### config.mk
export PLATFORM = sky130hd
export DESIGN_NAME = i2c_master_bit_engine
export DESIGN_NICKNAME = d
export VERILOG_FILES = /design/src/hdl/i2cmbe_pkg.sv /design/src/hdl/i2cmbe_seq.sv /design/src/hdl/i2cmbe_cfg.sv /design/src/hdl/i2c_master_bit_engine.sv
export SDC_FILE = /design/constraint.sdc
export NUM_CORES = 1
export LEC_CHECK = 0
export ABC_AREA = 1
export BUFFER_PORTS_ARGS = -buffer_cell sky130_fd_sc_hd__buf_2
export CAP_MARGIN = 20
export CORE_ASPECT_RATIO = 0.9
export CORE_MARGIN = 4
export CORE_UTILIZATION = 35
export CTS_CLUSTER_SIZE = 12
export DETAILED_ROUTE_END_ITERATION = 8
export GPL_TIMING_DRIVEN = 0
export PLACE_DENSITY_LB_ADDON = 0.1
export SLEW_MARGIN = 40
export SYNTH_ARGS = -nofsm -noshare
export SYNTH_HDL_FRONTEND = slang
export SYNTH_SLANG_ARGS = --single-unit
### constraint.sdc
create_clock -name clk -period 4 [get_ports clk]
set_clock_uncertainty 0.1 [all_clocks]
set_input_delay 0.8 -clock clk [delete_from_list [all_inputs] [get_ports clk]]
set_output_delay 0.8 -clock clk [all_outputs]
set_load 0.05 [all_outputs]
### src/hdl/i2cmbe_pkg.sv
// Package with shared types and constants of the I2C master bit engine.
package i2cmbe_pkg;

    localparam int CFG_W      = 12;
    localparam int BYTE_W     = 8;
    localparam int ACTION_W   = 3;
    localparam int BIT_IDX_W  = 4;
    localparam int PHASE_W    = 5;
    localparam int IN_DATA_W  = 16;
    localparam int OUT_DATA_W = 16;

    localparam logic [CFG_W-1:0] DELAY_RESET = 12'd250;

    // Command codes
    localparam logic [ACTION_W-1:0] ACT_NONE   = 3'd0;
    localparam logic [ACTION_W-1:0] ACT_START  = 3'd1;
    localparam logic [ACTION_W-1:0] ACT_STOP   = 3'd2;
    localparam logic [ACTION_W-1:0] ACT_WRITE  = 3'd3;
    localparam logic [ACTION_W-1:0] ACT_READ   = 3'd4;
    localparam logic [ACTION_W-1:0] ACT_ACK    = 3'd5;
    localparam logic [ACTION_W-1:0] ACT_WAIT   = 3'd6;

    // Bits per byte and index of the most significant bit
    localparam logic [BIT_IDX_W-1:0] BITS_PER_BYTE = 4'd8;
    localparam int                   MSB_POS       = 7;

    typedef struct packed {
        logic                sda_in;
        logic                ack_level;
        logic [BYTE_W-1:0]   tx_byte;
        logic [ACTION_W-1:0] action;
    } item_t;

    typedef struct packed {
        logic              nack_seen;
        logic [BYTE_W-1:0] rx_byte;
        logic              done_res;
        logic              busy_res;
        logic              sda_output_enable;
        logic              sda_level;
        logic              scl_level;
    } result_t;

endpackage

### src/hdl/i2cmbe_seq.sv
// Pin sequencer state and the next-state logic for one tick.
module i2cmbe_seq #(
    parameter int DELAY_BITS = 12
) (
    input  logic                          clk,
    input  logic                          rst_n,
    input  logic                          step_en,
    input  logic [i2cmbe_pkg::CFG_W-1:0]  delay_ticks,
    input  i2cmbe_pkg::item_t             item,
    output i2cmbe_pkg::result_t           result
);
    import i2cmbe_pkg::*;

    localparam logic [PHASE_W-1:0] PH_IDLE     = 5'd0;
    localparam logic [PHASE_W-1:0] PH_ST_HIGH  = 5'd1;
    localparam logic [PHASE_W-1:0] PH_ST_LOW   = 5'd2;
    localparam logic [PHASE_W-1:0] PH_SP_LOW   = 5'd3;
    localparam logic [PHASE_W-1:0] PH_SP_HIGH  = 5'd4;
    localparam logic [PHASE_W-1:0] PH_WA_HIGH  = 5'd5;
    localparam logic [PHASE_W-1:0] PH_WA_LOW   = 5'd6;
    localparam logic [PHASE_W-1:0] PH_WS_LOW   = 5'd7;
    localparam logic [PHASE_W-1:0] PH_WS_HIGH  = 5'd8;
    localparam logic [PHASE_W-1:0] PH_AK_LOW   = 5'd9;
    localparam logic [PHASE_W-1:0] PH_AK_HIGH  = 5'd10;
    localparam logic [PHASE_W-1:0] PH_TX_SETUP = 5'd11;
    localparam logic [PHASE_W-1:0] PH_TX_DATA  = 5'd12;
    localparam logic [PHASE_W-1:0] PH_TX_HIGH  = 5'd13;
    localparam logic [PHASE_W-1:0] PH_TX_LOW   = 5'd14;
    localparam logic [PHASE_W-1:0] PH_RX_SETUP = 5'd15;
    localparam logic [PHASE_W-1:0] PH_RX_HIGH  = 5'd16;
    localparam logic [PHASE_W-1:0] PH_RX_HOLD  = 5'd17;
    localparam logic [PHASE_W-1:0] PH_RX_LOW   = 5'd18;

    localparam logic [CFG_W-1:0] DLY_MASK = CFG_W'((32'd1 << DELAY_BITS) - 32'd1);

    logic [PHASE_W-1:0]    phase_reg, phase_next;
    logic [BIT_IDX_W-1:0]  bit_index_reg, bit_index_next;
    logic [DELAY_BITS-1:0] delay_count_reg, delay_count_next;
    logic [BYTE_W-1:0]     shift_reg, shift_next;
    logic                  scl_reg, scl_next;
    logic                  sda_reg, sda_next;
    logic                  sda_oe_reg, sda_oe_next;
    logic                  nack_reg, nack_next;
    logic [BYTE_W-1:0]     rx_reg, rx_next;
    logic                  done;

    logic [CFG_W-1:0]      delay_masked;
    logic [DELAY_BITS-1:0] reload;
    logic [BIT_IDX_W-1:0]  bit_inc;

    // Count loaded on entry to a phase; zero delay acts as one tick
    assign delay_masked = delay_ticks & DLY_MASK;
    assign reload = (delay_masked == '0) ? '0 : DELAY_BITS'(delay_masked - CFG_W'(1));
    assign bit_inc = bit_index_reg + BIT_IDX_W'(1);

    always_comb
    begin
        phase_next       = phase_reg;
        bit_index_next   = bit_index_reg;
        delay_count_next = delay_count_reg;
        shift_next       = shift_reg;
        scl_next         = scl_reg;
        sda_next         = sda_reg;
        sda_oe_next      = sda_oe_reg;
        nack_next        = nack_reg;
        rx_next          = rx_reg;
        done             = 1'b0;

        if (phase_reg == PH_IDLE)
        begin
            if (item.action != ACT_NONE && item.action <= ACT_WAIT)
            begin
                bit_index_next   = '0;
                delay_count_next = reload;
            end
            unique case (item.action)
                ACT_START:
                begin
                    sda_oe_next = 1'b1; scl_next = 1'b1; sda_next = 1'b1;
                    phase_next  = PH_ST_HIGH;
                end
                ACT_STOP:
                begin
                    sda_oe_next = 1'b1; scl_next = 1'b0; sda_next = 1'b0;
                    phase_next  = PH_SP_LOW;
                end
                ACT_WRITE:
                begin
                    sda_oe_next = 1'b1; scl_next = 1'b0; shift_next = item.tx_byte;
                    phase_next  = PH_TX_SETUP;
                end
                ACT_READ:
                begin
                    sda_oe_next = 1'b0; scl_next = 1'b0; shift_next = '0;
                    phase_next  = PH_RX_SETUP;
                end
                ACT_ACK:
                begin
                    sda_oe_next = 1'b1; scl_next = 1'b0;
                    shift_next  = {{(BYTE_W-1){1'b0}}, item.ack_level};
                    phase_next  = PH_AK_LOW;
                end
                ACT_WAIT:
                begin
                    sda_oe_next = 1'b0; scl_next = 1'b1;
                    phase_next  = PH_WA_HIGH;
                end
                default:
                begin
                end
            endcase
        end
        else if (delay_count_reg != '0)
        begin
            delay_count_next = delay_count_reg - DELAY_BITS'(1);
        end
        else
        begin
            // Phase over: most arms enter a new phase with a fresh count
            delay_count_next = reload;
            unique case (phase_reg)
                PH_ST_HIGH: begin sda_next = 1'b0; phase_next = PH_ST_LOW; end
                PH_ST_LOW:  begin scl_next = 1'b0; done = 1'b1; end
                PH_SP_LOW:  begin scl_next = 1'b1; phase_next = PH_SP_HIGH; end
                PH_SP_HIGH: begin sda_next = 1'b1; done = 1'b1; end
                PH_WA_HIGH:
                begin
                    scl_next = 1'b0;
                    if (item.sda_in)
                    begin
                        // Nack: drive a stop sequence
                        nack_next   = 1'b1;
                        sda_oe_next = 1'b1;
                        sda_next    = 1'b0;
                        phase_next  = PH_WS_LOW;
                    end
                    else
                    begin
                        nack_next  = 1'b0;
                        phase_next = PH_WA_LOW;
                    end
                end
                PH_WS_LOW:  begin scl_next = 1'b1; phase_next = PH_WS_HIGH; end
                PH_WS_HIGH:
                begin
                    sda_next = 1'b1; scl_next = 1'b0; phase_next = PH_WA_LOW;
                end
                PH_WA_LOW:  done = 1'b1;
                PH_AK_LOW:
                begin
                    sda_next = shift_reg[0]; scl_next = 1'b1; phase_next = PH_AK_HIGH;
                end
                PH_AK_HIGH: begin scl_next = 1'b0; done = 1'b1; end
                PH_TX_SETUP:
                begin
                    sda_next   = shift_reg[MSB_POS];
                    shift_next = {shift_reg[BYTE_W-2:0], 1'b0};
                    phase_next = PH_TX_DATA;
                end
                PH_TX_DATA: begin scl_next = 1'b1; phase_next = PH_TX_HIGH; end
                PH_TX_HIGH: begin scl_next = 1'b0; phase_next = PH_TX_LOW; end
                PH_TX_LOW:
                begin
                    bit_index_next = bit_inc;
                    if (bit_inc >= BITS_PER_BYTE)
                    begin
                        done = 1'b1;
                    end
                    else
                    begin
                        sda_next   = shift_reg[MSB_POS];
                        shift_next = {shift_reg[BYTE_W-2:0], 1'b0};
                        phase_next = PH_TX_DATA;
                    end
                end
                PH_RX_SETUP: begin scl_next = 1'b1; phase_next = PH_RX_HIGH; end
                PH_RX_HIGH:
                begin
                    shift_next = {shift_reg[BYTE_W-2:0], item.sda_in};
                    phase_next = PH_RX_HOLD;
                end
                PH_RX_HOLD: begin scl_next = 1'b0; phase_next = PH_RX_LOW; end
                PH_RX_LOW:
                begin
                    bit_index_next = bit_inc;
                    if (bit_inc >= BITS_PER_BYTE)
                    begin
                        rx_next = shift_reg;
                        done    = 1'b1;
                    end
                    else
                    begin
                        scl_next   = 1'b1;
                        phase_next = PH_RX_HIGH;
                    end
                end
                default: done = 1'b1;
            endcase
            if (done)
            begin
                phase_next       = PH_IDLE;
                delay_count_next = '0;
            end
        end
    end

    always_ff @(posedge clk or negedge rst_n)
    begin
        if (!rst_n)
        begin
            phase_reg       <= PH_IDLE;
            bit_index_reg   <= '0;
            delay_count_reg <= '0;
            shift_reg       <= '0;
            scl_reg         <= 1'b1;
            sda_reg         <= 1'b1;
            sda_oe_reg      <= 1'b1;
            nack_reg        <= 1'b0;
            rx_reg          <= '0;
        end
        else if (step_en)
        begin
            phase_reg       <= phase_next;
            bit_index_reg   <= bit_index_next;
            delay_count_reg <= delay_count_next;
            shift_reg       <= shift_next;
            scl_reg         <= scl_next;
            sda_reg         <= sda_next;
            sda_oe_reg      <= sda_oe_next;
            nack_reg        <= nack_next;
            rx_reg          <= rx_next;
        end
    end

    // Result reflects the state after this tick
    assign result.scl_level         = scl_next;
    assign result.sda_level         = sda_next;
    assign result.sda_output_enable = sda_oe_next;
    assign result.busy_res          = (phase_next != PH_IDLE);
    assign result.done_res          = done;
    assign result.rx_byte           = rx_next;
    assign result.nack_seen         = nack_next;

endmodule

### src/hdl/i2cmbe_cfg.sv
// APB register file holding the delay phase length.
module i2cmbe_cfg (
    input  logic                         clk,
    input  logic                         rst_n,
    input  logic                         psel,
    input  logic                         penable,
    input  logic                         pwrite,
    input  logic [1:0]                   paddr,
    input  logic [31:0]                  pwdata,
    output logic [31:0]                  prdata,
    output logic                         pready,
    output logic [i2cmbe_pkg::CFG_W-1:0] delay_ticks
);
    import i2cmbe_pkg::*;

    localparam logic [1:0] ADDR_DELAY = 2'd0;

    logic [CFG_W-1:0] delay_reg;
    logic             wr_en;

    assign pready = 1'b1;
    assign wr_en  = psel && penable && pwrite && pready && (paddr == ADDR_DELAY);

    always_ff @(posedge clk or negedge rst_n)
    begin
        if (!rst_n)
        begin
            delay_reg <= DELAY_RESET;
        end
        else if (wr_en)
        begin
            delay_reg <= pwdata[CFG_W-1:0];
        end
    end

    assign prdata      = (paddr == ADDR_DELAY) ? {{(32-CFG_W){1'b0}}, delay_reg} : '0;
    assign delay_ticks = delay_reg;

endmodule

### src/hdl/i2c_master_bit_engine.sv
// Top level of the I2C master bit engine: stream ports, item and result registers.
//
// Each input beat on the s_ group is one tick of the pin sequencer and may
// carry a command (start, stop, write byte, read byte, send ack, wait ack).
// Commands that arrive while busy_res is high are dropped. Every input beat
// yields exactly one result beat on the m_ group: the SCL, SDA and SDA enable
// levels after that tick, busy, a done pulse, the last received byte and the
// nack flag.
// An input beat is held in the item register, then the sequencer step lands
// in the result register.
// Throughput is one beat per cycle while m_tready stays high; the next item
// enters while a finished result still waits to be taken.
// When m_tready is low the result register holds, the item register fills,
// and s_tready drops until the result is taken; no tick is lost.
// Reset leaves the engine idle with SCL, SDA and the SDA enable high, and
// the delay register at 250 ticks. Write delay_ticks at byte address 0 of
// the APB port only while the engine is idle; it is masked to DELAY_BITS.
module i2c_master_bit_engine #(
    parameter int DELAY_BITS = 12
) (
    input  logic        clk,
    input  logic        rst_n,
    // action[2:0], tx_byte[10:3], ack_level[11], sda_in[12], zero pad
    input  logic [15:0] s_tdata,
    input  logic        s_tvalid,
    output logic        s_tready,
    // scl_level[0], sda_level[1], sda_output_enable[2], busy_res[3],
    // done_res[4], rx_byte[12:5], nack_seen[13], zero pad
    output logic [15:0] m_tdata,
    output logic        m_tvalid,
    input  logic        m_tready,
    input  logic        psel,
    input  logic        penable,
    input  logic        pwrite,
    input  logic [1:0]  paddr,
    input  logic [31:0] pwdata,
    output logic [31:0] prdata,
    output logic        pready
);
    import i2cmbe_pkg::*;

    localparam int ITEM_W = $bits(item_t);
    localparam int RES_W  = $bits(result_t);

    logic             in_valid_reg;
    item_t            in_item_reg;
    logic             out_valid_reg;
    result_t          out_res_reg;
    logic             advance;
    result_t          step_res;
    logic [CFG_W-1:0] delay_ticks;

    // Move the held item through the sequencer when the result slot frees up
    assign advance  = in_valid_reg && (!out_valid_reg || m_tready);
    assign s_tready = !in_valid_reg || advance;

    always_ff @(posedge clk or negedge rst_n)
    begin
        if (!rst_n)
        begin
            in_valid_reg  <= 1'b0;
            out_valid_reg <= 1'b0;
        end
        else
        begin
            if (s_tready)
            begin
                in_valid_reg <= s_tvalid;
            end
            if (advance)
            begin
                out_valid_reg <= 1'b1;
            end
            else if (m_tready)
            begin
                out_valid_reg <= 1'b0;
            end
        end
    end

    // Payload registers carry no reset
    always_ff @(posedge clk)
    begin
        if (s_tready && s_tvalid)
        begin
            in_item_reg <= item_t'(s_tdata[ITEM_W-1:0]);
        end
        if (advance)
        begin
            out_res_reg <= step_res;
        end
    end

    i2cmbe_cfg u_cfg (
        .clk         (clk),
        .rst_n       (rst_n),
        .psel        (psel),
        .penable     (penable),
        .pwrite      (pwrite),
        .paddr       (paddr),
        .pwdata      (pwdata),
        .prdata      (prdata),
        .pready      (pready),
        .delay_ticks (delay_ticks)
    );

    i2cmbe_seq #(
        .DELAY_BITS (DELAY_BITS)
    ) u_seq (
        .clk         (clk),
        .rst_n       (rst_n),
        .step_en     (advance),
        .delay_ticks (delay_ticks),
        .item        (in_item_reg),
        .result      (step_res)
    );

    assign m_tvalid = out_valid_reg;
    assign m_tdata  = {{(OUT_DATA_W-RES_W){1'b0}}, out_res_reg};

endmodule
==> flow_summary.ini, run 1 <==
[power_and_ir_drop]
power.leakage_nw = 2.76
finalPower_mw = 3.95
p_per_area_mw_per_mm2 = 694
ir_drop_v = 0.000275

[clocking]
ctsResizeCount = 0
clk_pin_slew_worst_paths_ns = 0.07
numCtsBuffers = 9
cts_tree = built
clock_latency_ns = 0.35
cts-root-buf = clkbuf_16
cts_hold_buf = 0
cts_buffer_depth = 2
postCtsSetupRepairBufs = 0
htreeDepth = 3
cts.sinks = 82

[floorplanning]
dieHeight_microns = 119
io_pins = 108
rows = 40
dieWidth_microns = 131
die_area_sq_mm = 0.0156
core_area_sq_mm = 0.0134
start_util_pct = 35.8

[drt]
antenna_left = 0
first_pass_iters = 5
vias = 4219
drc = 0
wl_per_cell_microns = 14.4
vias_per_cell = 4.84
drt_wl_total_microns = 12500
drt_iter0_drc = 314

[synthesis]
syn-mean-instance-area_sq_um = 7.89
synth_edf_count = 27
synth_xor_area_share_pct = 1.65
synth-compound-area-share_pct = 12.1
yosysSeqAreaShare_pct = 46.0
synth_top_family_by_area = simple AND/OR/NAND/NOR gates
synth-warning-count = 0
ys_seq_elements = 82
syn_area_sq_mm = 0.00478
synthAdderAreaFrac_pct = 1.05
synth_cells = 606
synth.distinct_cells = 44
synth-main-ff-cell = dfrtp_1
synth_simple_gate_area_share_pct = 29.1
async_flop_share_pct = 67.1
muxShareOfSynthArea_pct = 0

[sta]
drv_slew = 0
timing.hold.ws_ns = 0.281
worstMarginPinSlew_ns = 0.574
grt_setup_unrepaired = false
finalCriticalPeriod_ns = 2.64
final_min_period_over_clock_period_pct = 65.9
setup_ws_ns = 1.36
max_slew_margin_pct = 61.6
hold_violations = 0
tns_ns = 0
setup_viol = 0
max_freq_mhz = 379

[setup_path]
slowest_delay_ns = 0.28
cp_cell_sequence = buf_2 > nor2_1 > inv_1 > clkbuf_1 > nor2_1 > buf_2
critPathCaptureType = output pin
crit_path_top_delay_cell = buf_2
path_class = input port to output pin
arrival_ns = 1.74
critPathMaxFanout = 10
crit_path_start_kind = input port
cp_data_required_time_ns = 3.10

[placed_design]
dp_hpwl_microns = 9430
gp_congestion = 0.933
preCtsSetupSlack_ns = 1.19
portBuffers = 61

[cells_and_area]
antenna_cells = 0
nets = 760
drive_gt1_share_pct = 20.7
fillCellCount = 1372
layout-area-overhead-vs-synth_pct = 18.9
largest_register_ffs = 14

[flow_run]
max-cap-violations = 0

[global_routing]
overflow = 0
grt_pass1_wl_microns = 20900
grt_usage_pct = 16.5
grt_pass1_vias = 4112
grt_max_degree = 56
antenna_found_initial = 0

[status]
status = finished clean

[min_path]
hold_path_class = input port to async pin
through the flow:
step                      util [%]  cell area, sq um  instances
final                         42.6              5690        872
after global routing          42.6              5690        872
after CTS                     42.5              5680        872
after detailed placement      40.3              5380        856
after global placement        40.2              5380        856
after floorplan                  -              4860        627
cells by family after synthesis:
kind of cell | Yosys count
flops | 82
other cells | 2
fa+ha+maj | 4
buf+inv | 97
compound gates | 98
simple gates | 314
xor+xnor | 9
cell usage after synthesis (all sizes together), types with 2 or more instances:
cell / number / share of area, %
dfstp: 9 / 4.9
buf: 30 / 4.6
o31ai: 4 / 0.63
a22oi: 9 / 1.4
clkinv: 2 / 0.18
nand4: 9 / 1.5
dfrtp: 46 / 24
nor3: 6 / 0.86
nand2: 151 / 12
o22ai: 2 / 0.26
o21ai: 43 / 5.1
nor3b: 2 / 0.55
edfxtp: 27 / 17
a21oi: 26 / 2.7
o211ai: 3 / 0.47
nand3: 47 / 5.1
inv: 61 / 4.8
conb: 2 / 0.16
clkbuf: 4 / 0.31
xor2: 7 / 1.3
nor2: 97 / 8.7
xnor2: 2 / 0.37
a31oi: 9 / 1.2
ha: 4 / 1.0
path summary, 6_finish.rpt:
kind	slack (ns)	depth (start not counted)	from	endpoint
max	1.36	6	paddr[1]	prdata[8]
min	0.28	1	rst_n	u_seq.phase_reg[1]
max reg2reg	1.61	11	u_seq.phase_reg[2]	m_tdata[3]
min reg2reg	0.38	2	u_seq.sda_reg	u_seq.sda_reg
max in group asynchronous	3.09	1	rst_n	u_seq.sda_reg
min in group clk	0.38	2	u_seq.sda_reg	u_seq.sda_reg
cells in the final DEF, fill, tap and decap left out, types with 3 or more instances in the layout:
cell type,instances
buf_4,24
nor3_1,5
o21ai_0,31
buf_2,63
clkbuf_1,4
nand4_1,8
conb_1,23
a21oi_1,26
edfxtp_1,27
o21ai_2,8
o211ai_1,3
nor2_1,90
inv_1,58
dfstp_2,9
o31ai_1,4
buf_6,3
a22oi_1,9
nand2_2,6
nand3_1,45
o21ai_1,4
nand2_1,145
xor2_1,7
nor2_4,4
clkbuf_16,9
ha_1,4
a31oi_1,9
dfrtp_1,46
where the power goes:
part           leakage (nW)  switching (mW)  internal, mW  total (mW)
Combinational          1.73            1.18         0.524        1.70
Sequential            0.883           0.223          1.17        1.39
Clock                 0.142           0.368         0.488       0.856
critical path, delay by kind of cell:
kind / cells / cell delay, ns
buf+inv: 4 / 0.66
simple gates: 2 / 0.27
final cells by class:
class	instances	area [sq um]	area share (%)
Multi-Input combinational cell	448	2190	38.5
Buffer	34	236	4.16
Sequential cell	82	2200	38.7
Timing Repair Buffer	61	312	5.48
Clock inverter	7	76.3	1.34
Tap cell	168	210	3.70
Clock buffer	9	225	3.96
Inverter	63	240	4.22
layer usage:
metal / up-vias / track usage (%) / part of all wire, %
li1: 2146 / - / -
met1: 1931 / 23.2 / 50
met2: 130 / 25.6 / 43
met3: 12 / 4.56 / 5.6
met4: 0 / 3.94 / 1.2
met5: - / 0 / 0
No activity file was read; power rests on OpenSTA's default activity.
==> inputs of run 2 (changes only) <==
--- a/config.mk
+++ b/config.mk
@@ -5,7 +5,7 @@
 export SDC_FILE = /design/constraint.sdc
 export NUM_CORES = 1
 export LEC_CHECK = 0
-export ABC_AREA = 1
+export ABC_AREA = 0
 export BUFFER_PORTS_ARGS = -buffer_cell sky130_fd_sc_hd__buf_2
 export CAP_MARGIN = 20
 export CORE_ASPECT_RATIO = 0.9
==> constraint.sdc (replaced) <==
create_clock -name clk -period 2.5 [get_ports clk]
set_clock_uncertainty 0.1 [all_clocks]
set_input_delay 0.5 -clock clk [delete_from_list [all_inputs] [get_ports clk]]
set_output_delay 0.5 -clock clk [all_outputs]
set_load 0.05 [all_outputs]
==> run 2 against run 1 <==
Effect of this change: the flow now finishes with violations (negative setup slack); synthesized area about the same; register-to-register slack got worse by 1.8 ns; total power increased by 37%; largest cell class is now multi-input gates; largest power group unchanged.
==> flow_summary.ini, run 2 <==
[status]
status = finished with violations
violations = negative setup slack

[cells_and_area]
nets = 676
final_cell_mix = 61 x buf_2, 48 x buf_4, 44 x dfrtp_1
layout-area-overhead-vs-synth_pct = 30.5
largest_register_ffs = 14
fin_cells = 788
drive_gt1_share_pct = 37.7
antenna_cells = 0
final_common_cell = buf_2
utilization_pct = 46.7

[clocking]
cts_buffer_depth = 2
htreeDepth = 3
numCtsBuffers = 9
cts.sinks = 82
cts-root-buf = clkbuf_16
clk_pin_slew_worst_paths_ns = 0.07
clock_latency_ns = 0.35
cts_tree = built

[setup_path]
slowest_delay_ns = 0.56
cp_data_required_time_ns = 2.67
crit_path_start_kind = register
cp_cell_sequence = inv_2 > ha_4 > or4b_4 > or4_4 > buf_6 > nand2_8 > buf_4 > and3_4 > buf_6 > nor2_1 > a31oi_1
critPathCaptureType = register
arrival_ns = 2.91
cp_common_cell = buf_6
crit_path_top_delay_cell = or4_4
critPathMaxFanout = 5
path_class = register to register

[floorplanning]
dieHeight_microns = 119
dieWidth_microns = 131
rows = 40
core_area_sq_mm = 0.0134
die_area_sq_mm = 0.0156
io_pins = 108
start_util_pct = 35.8

[sta]
grt_setup_unrepaired = true
setup_viol = 43
worstMarginPinSlew_ns = 0.647
max_freq_mhz = 365
finalCriticalPeriod_ns = 2.74
drv_slew = 0
tns_ns = -6.95
final_min_period_over_clock_period_pct = 110
timing.hold.ws_ns = 0.0251
max_slew_margin_pct = 56.9
hold_violations = 0
setup_ws_ns = -0.240

[synthesis]
ys_seq_elements = 82
synth_cells = 491
yosysMostFrequentCell = dfrtp_1
syn-mean-instance-area_sq_um = 9.73
yosysSeqAreaShare_pct = 46.0
synth.distinct_cells = 64
synth.top_cells.by_area = dfrtp_1 24%, edfxtp_1 17%, mux2_2 7.5%
synth_top_area_cell = dfrtp_1
synth_edf_count = 27
yosysTopAreaCellShare_pct = 24.1
synth-warning-count = 0
async_flop_share_pct = 67.1
synth-main-ff-cell = dfrtp_1
yosys-top-cells-count = 46 x dfrtp_1, 45 x nor2_1, 36 x o21ai_0
syn_area_sq_mm = 0.00478

[drt]
met1Wirelength_microns = 6760
antenna_left = 0
drt_wl_total_microns = 13800
top_layer = met4
vias = 4151
wl_met2_microns = 6010
drc = 0
drt_iter0_drc = 274
met3_wirelength_microns = 815
vias_per_cell = 5.27
first_pass_iters = 5
wl_per_cell_microns = 17.5

[power_and_ir_drop]
p_per_area_mw_per_mm2 = 870
ir_drop_v = 0.000451
finalPower_mw = 5.43
power.leakage_nw = 2.72

[global_routing]
grt_pass1_vias = 4031
overflow = 0
grt_max_degree = 56
grt_usage_pct = 17.5
antenna_found_initial = 0
grt_pass1_wl_microns = 21800

[placed_design]
place_inst = 741
gp_congestion = 0.855
portBuffers = 61
dp_hpwl_microns = 9120

[flow_run]
max-cap-violations = 0

[min_path]
hold_path_class = input port to async pin
==> run 2: changes by cell type after synthesis, moves of 7 or more <==
| cell | change |
|---|---|
| nor2_1 | -45 |
| and2_1 | +13 |
| nand4_1 | -7 |
| nand3_1 | -24 |
| inv_1 | -48 |
| a31oi_1 | +9 |
| nand2_1 | -113 |
| a22oi_1 | -7 |
| nor4_1 | +10 |
| o21ai_2 | -8 |
| clkbuf_1 | +11 |
| nor2b_1 | +8 |
| mux2_2 | +32 |
| nor3_1 | +10 |
==> run 2: through the flow <==
stage	cell area, sq um	setup slack, ns
3_3_place_gp	5390	-1.04
5_1_grt	6240	-0.344
2_1_floorplan	4880	-0.157
6_report	6240	-0.240
3_5_place_dp	5400	-0.969
4_1_cts	6100	-0.257
==> run 2: cell families after synthesis <==
kind of cell	synth area share, %
AOI/OAI and AO/OA	15.7
DFF	46.0
muxes	8.17
adders and majority gates	1.05
other	0.157
xor gates and xnor gates	1.83
and+or+nand+nor	19.2
buffers and inverters	7.96
==> run 2: final timing paths <==
kind / slack, ns / start / cells after the start / to
worst max-delay path: -0.24 / u_seq.delay_count_reg[1] / 11 / u_seq.shift_reg[6]
worst min-delay path: 0.03 / rst_n / 1 / u_seq.delay_count_reg[10]
worst max register to register: -0.24 / u_seq.delay_count_reg[1] / 11 / u_seq.shift_reg[6]
worst min register to register: 0.41 / u_seq.rx_reg[6] / 1 / u_seq.rx_reg[6]
max in group asynchronous: 1.87 / rst_n / 1 / u_seq.delay_count_reg[8]
min in group clk: 0.22 / s_tdata[5] / 1 / in_item_reg[5]
==> run 2: final cells by class <==
| class | instances | area (sq um) |
|---|---|---|
| plain buffers | 48 | 355 |
| clock buffers | 9 | 225 |
| clock inverters | 7 | 81.3 |
| fillers | 1302 | 7120 |
| inverters | 11 | 41.3 |
| multi-input cells | 369 | 2500 |
| flip-flops and latches | 82 | 2200 |
| well taps | 168 | 210 |
| repair buffers | 94 | 619 |
==> run 2: critical path: cells and delay by family, from the launching register on <==
family	cells	cell delay [ns]
buffers and inverters	4	0.50
DFF	1	0.39
and+or+nand+nor	5	1.38
AOI/OAI and AO/OA	1	0.14
adders and majority gates	1	0.14
==> run 2: per-layer routing <==
metal | up-vias | GRT usage (%)
li1 | 1995 | -
met2 | 143 | 25.6
met3 | 15 | 5.24
met4 | 0 | 4.33
met1 | 1998 | 25.3
met5 | - | 0
==> run 2: timing repair <==
item | in CTS | in global routing
buffers inserted | 24 | 9
gates cloned | 3 | 1
gates resized for setup | 50 | 31
pin swaps | 14 | 15
endpoints found under the setup margin | 55 | 51
endpoints found under the hold margin | 0 | 0
hold buffers | 0 | 0
==> run 2: where the power goes <==
part | internal, mW | switching (mW)
Clock | 0.794 | 0.601
Combinational | 0.815 | 1.23
Sequential | 1.67 | 0.317
Total | 3.28 | 2.14
==> inputs of run 3 (changes only) <==
--- a/config.mk
+++ b/config.mk
@@ -14,7 +14,6 @@
 export CTS_CLUSTER_SIZE = 12
 export DETAILED_ROUTE_END_ITERATION = 8
 export GPL_TIMING_DRIVEN = 0
-export PLACE_DENSITY_LB_ADDON = 0.1
 export SLEW_MARGIN = 40
 export SYNTH_ARGS = -nofsm -noshare
 export SYNTH_HDL_FRONTEND = slang
==> run 3 against run 2 <==
Effect of this change: the run still ends with negative setup slack left; combinational power grew 5%; cell count shrank 0.25%; register-to-register slack is essentially flat; global-route usage shrank 0.90 points; worst setup slack lost 0.0023 ns; routed wire length shrank 4.2%; sequential cell count is the same; via count grew 0.77%; utilization grew 0.86 points; critical endpoint is now u_seq.rx_reg[1].
==> flow_summary.ini, run 3 (synthesized netlist as in run 2, its figures left out) <==
[drt]
first_pass_iters = 5
drt_iter0_drc = 314
antenna_left = 0
wl_per_cell_microns = 16.8
vias_per_cell = 5.32
drc = 0
vias = 4183
drt_wl_total_microns = 13200

[setup_path]
critPathCaptureType = register
crit_path_start_kind = register
cp_data_required_time_ns = 2.63
path_class = register to register
arrival_ns = 2.88
critPathMaxFanout = 8

[sta]
setup_ws_ns = -0.242
worstMarginPinSlew_ns = 0.720
max_freq_mhz = 365
drv_slew = 0
hold_violations = 0
grt_setup_unrepaired = true
finalCriticalPeriod_ns = 2.74
max_slew_margin_pct = 52.0
setup_viol = 38
timing.hold.ws_ns = 0.0979
final_min_period_over_clock_period_pct = 110

[power_and_ir_drop]
power.leakage_nw = 2.70
p_per_area_mw_per_mm2 = 845
ir_drop_v = 0.000415

[floorplanning]
start_util_pct = 35.8
die_area_sq_mm = 0.0156
rows = 40
io_pins = 108
dieHeight_microns = 119
core_area_sq_mm = 0.0134
dieWidth_microns = 131

[global_routing]
met3_usage_pct = 3.29
grt_max_degree = 56
grt_usage_pct = 16.6
grt_pass1_vias = 4002
antenna_found_initial = 0
grt_pass1_wl_microns = 20800
use_met1_pct = 23.6
overflow = 0
gr-usage-met2_pct = 24.5
grt-busiest-layer = met2

[clocking]
cts-root-buf = clkbuf_16
clock_latency_ns = 0.35
cts_tree = built
cts.sinks = 82
numCtsBuffers = 9
cts_buffer_depth = 2
clk_pin_slew_worst_paths_ns = 0.06
cts_hold_buf = 0
htreeDepth = 3

[placed_design]
gp_congestion = 0.914
portBuffers = 61
dp_hpwl_microns = 8970

[cells_and_area]
final_common_cell = buf_2
antenna_cells = 0
final_cell_mix = 61 x buf_2, 45 x dfrtp_1, 43 x buf_4
nets = 674
layout-area-overhead-vs-synth_pct = 32.9
drive_gt1_share_pct = 38.7
utilization_pct = 47.5
largest_register_ffs = 14

[min_path]
hold_path_class = input port to async pin

[status]
violations = negative setup slack
status = finished with violations

[flow_run]
max-cap-violations = 0
==> run 3: routing by layer <==
| metal | routed length [microns] | up-vias |
|---|---|---|
| met4 | 223 | 0 |
| met1 | 6110 | 1997 |
| met5 | 0 | - |
| li1 | - | 1992 |
| met2 | 5930 | 177 |
| met3 | 931 | 17 |
==> run 3: worst max-delay path, stage by stage (launching register included) <==
cell and delay [ns]:
dfrtp_1 0.39, inv_1 0.06, ha_2 0.18, or4b_4 0.49
buf_6 0.14, nor4_4 0.31, and4_1 0.26, buf_6 0.13
and2_4 0.25, mux2_4 0.32
==> run 3: cell type report <==
cell class              count  area, sq um
repair buffers             93          627
fillers                  1216         7010
well taps                 168          210
clock buffers              11          233
multi-input cells         369         2670
plain buffers              47          335
clock inverters             5         37.5
inverters                  11         41.3
flip-flops and latches     82         2200
==> run 3: power breakdown <==
group	internal, mW	switching, mW
Combinational	0.874	1.26
Sequential	1.67	0.320
Clock	0.679	0.559
Total	3.22	2.14
==> run 3: worst paths after layout <==
kind	start	end	slack, ns	cells after the start
hold reg to reg	in_valid_reg	m_tvalid	0.39	1
hold / removal	rst_n	u_cfg.delay_ticks[10]	0.1	1
setup / recovery	u_seq.delay_count_reg[0]	u_seq.rx_reg[1]	-0.24	9
min in group clk	s_tdata[8]	in_item_reg[8]	0.22	1
setup reg to reg	u_seq.delay_count_reg[0]	u_seq.rx_reg[1]	-0.24	9
max in group asynchronous	rst_n	u_seq.delay_count_reg[8]	1.68	1
==> run 3: per-stage QoR <==
| stage | power, mW | cell area, sq um | TNS [ns] | setup slack [ns] | std cells |
|---|---|---|---|---|---|
| 2_1_floorplan | 3.20 | 4880 | -1.40 | -0.157 | 512 |
| 3_3_place_gp | 3.63 | 5390 | -25.00 | -0.856 | 741 |
| 3_5_place_dp | 3.66 | 5400 | -23.89 | -0.804 | 741 |
| 4_1_cts | 5.06 | 5940 | -2.74 | -0.194 | 774 |
| 5_1_grt | 5.67 | 6350 | -8.64 | -0.324 | 786 |
| 6_report | 5.37 | 6350 | -5.01 | -0.242 | 786 |
==> run 3: repair_timing <==
item,4_1_cts,5_1_grt
buffers inserted,16,16
pin swaps,7,27
setup endpoints to repair,55,50
gates resized for setup,34,82
cloned,2,0
hold endpoints to repair,0,0
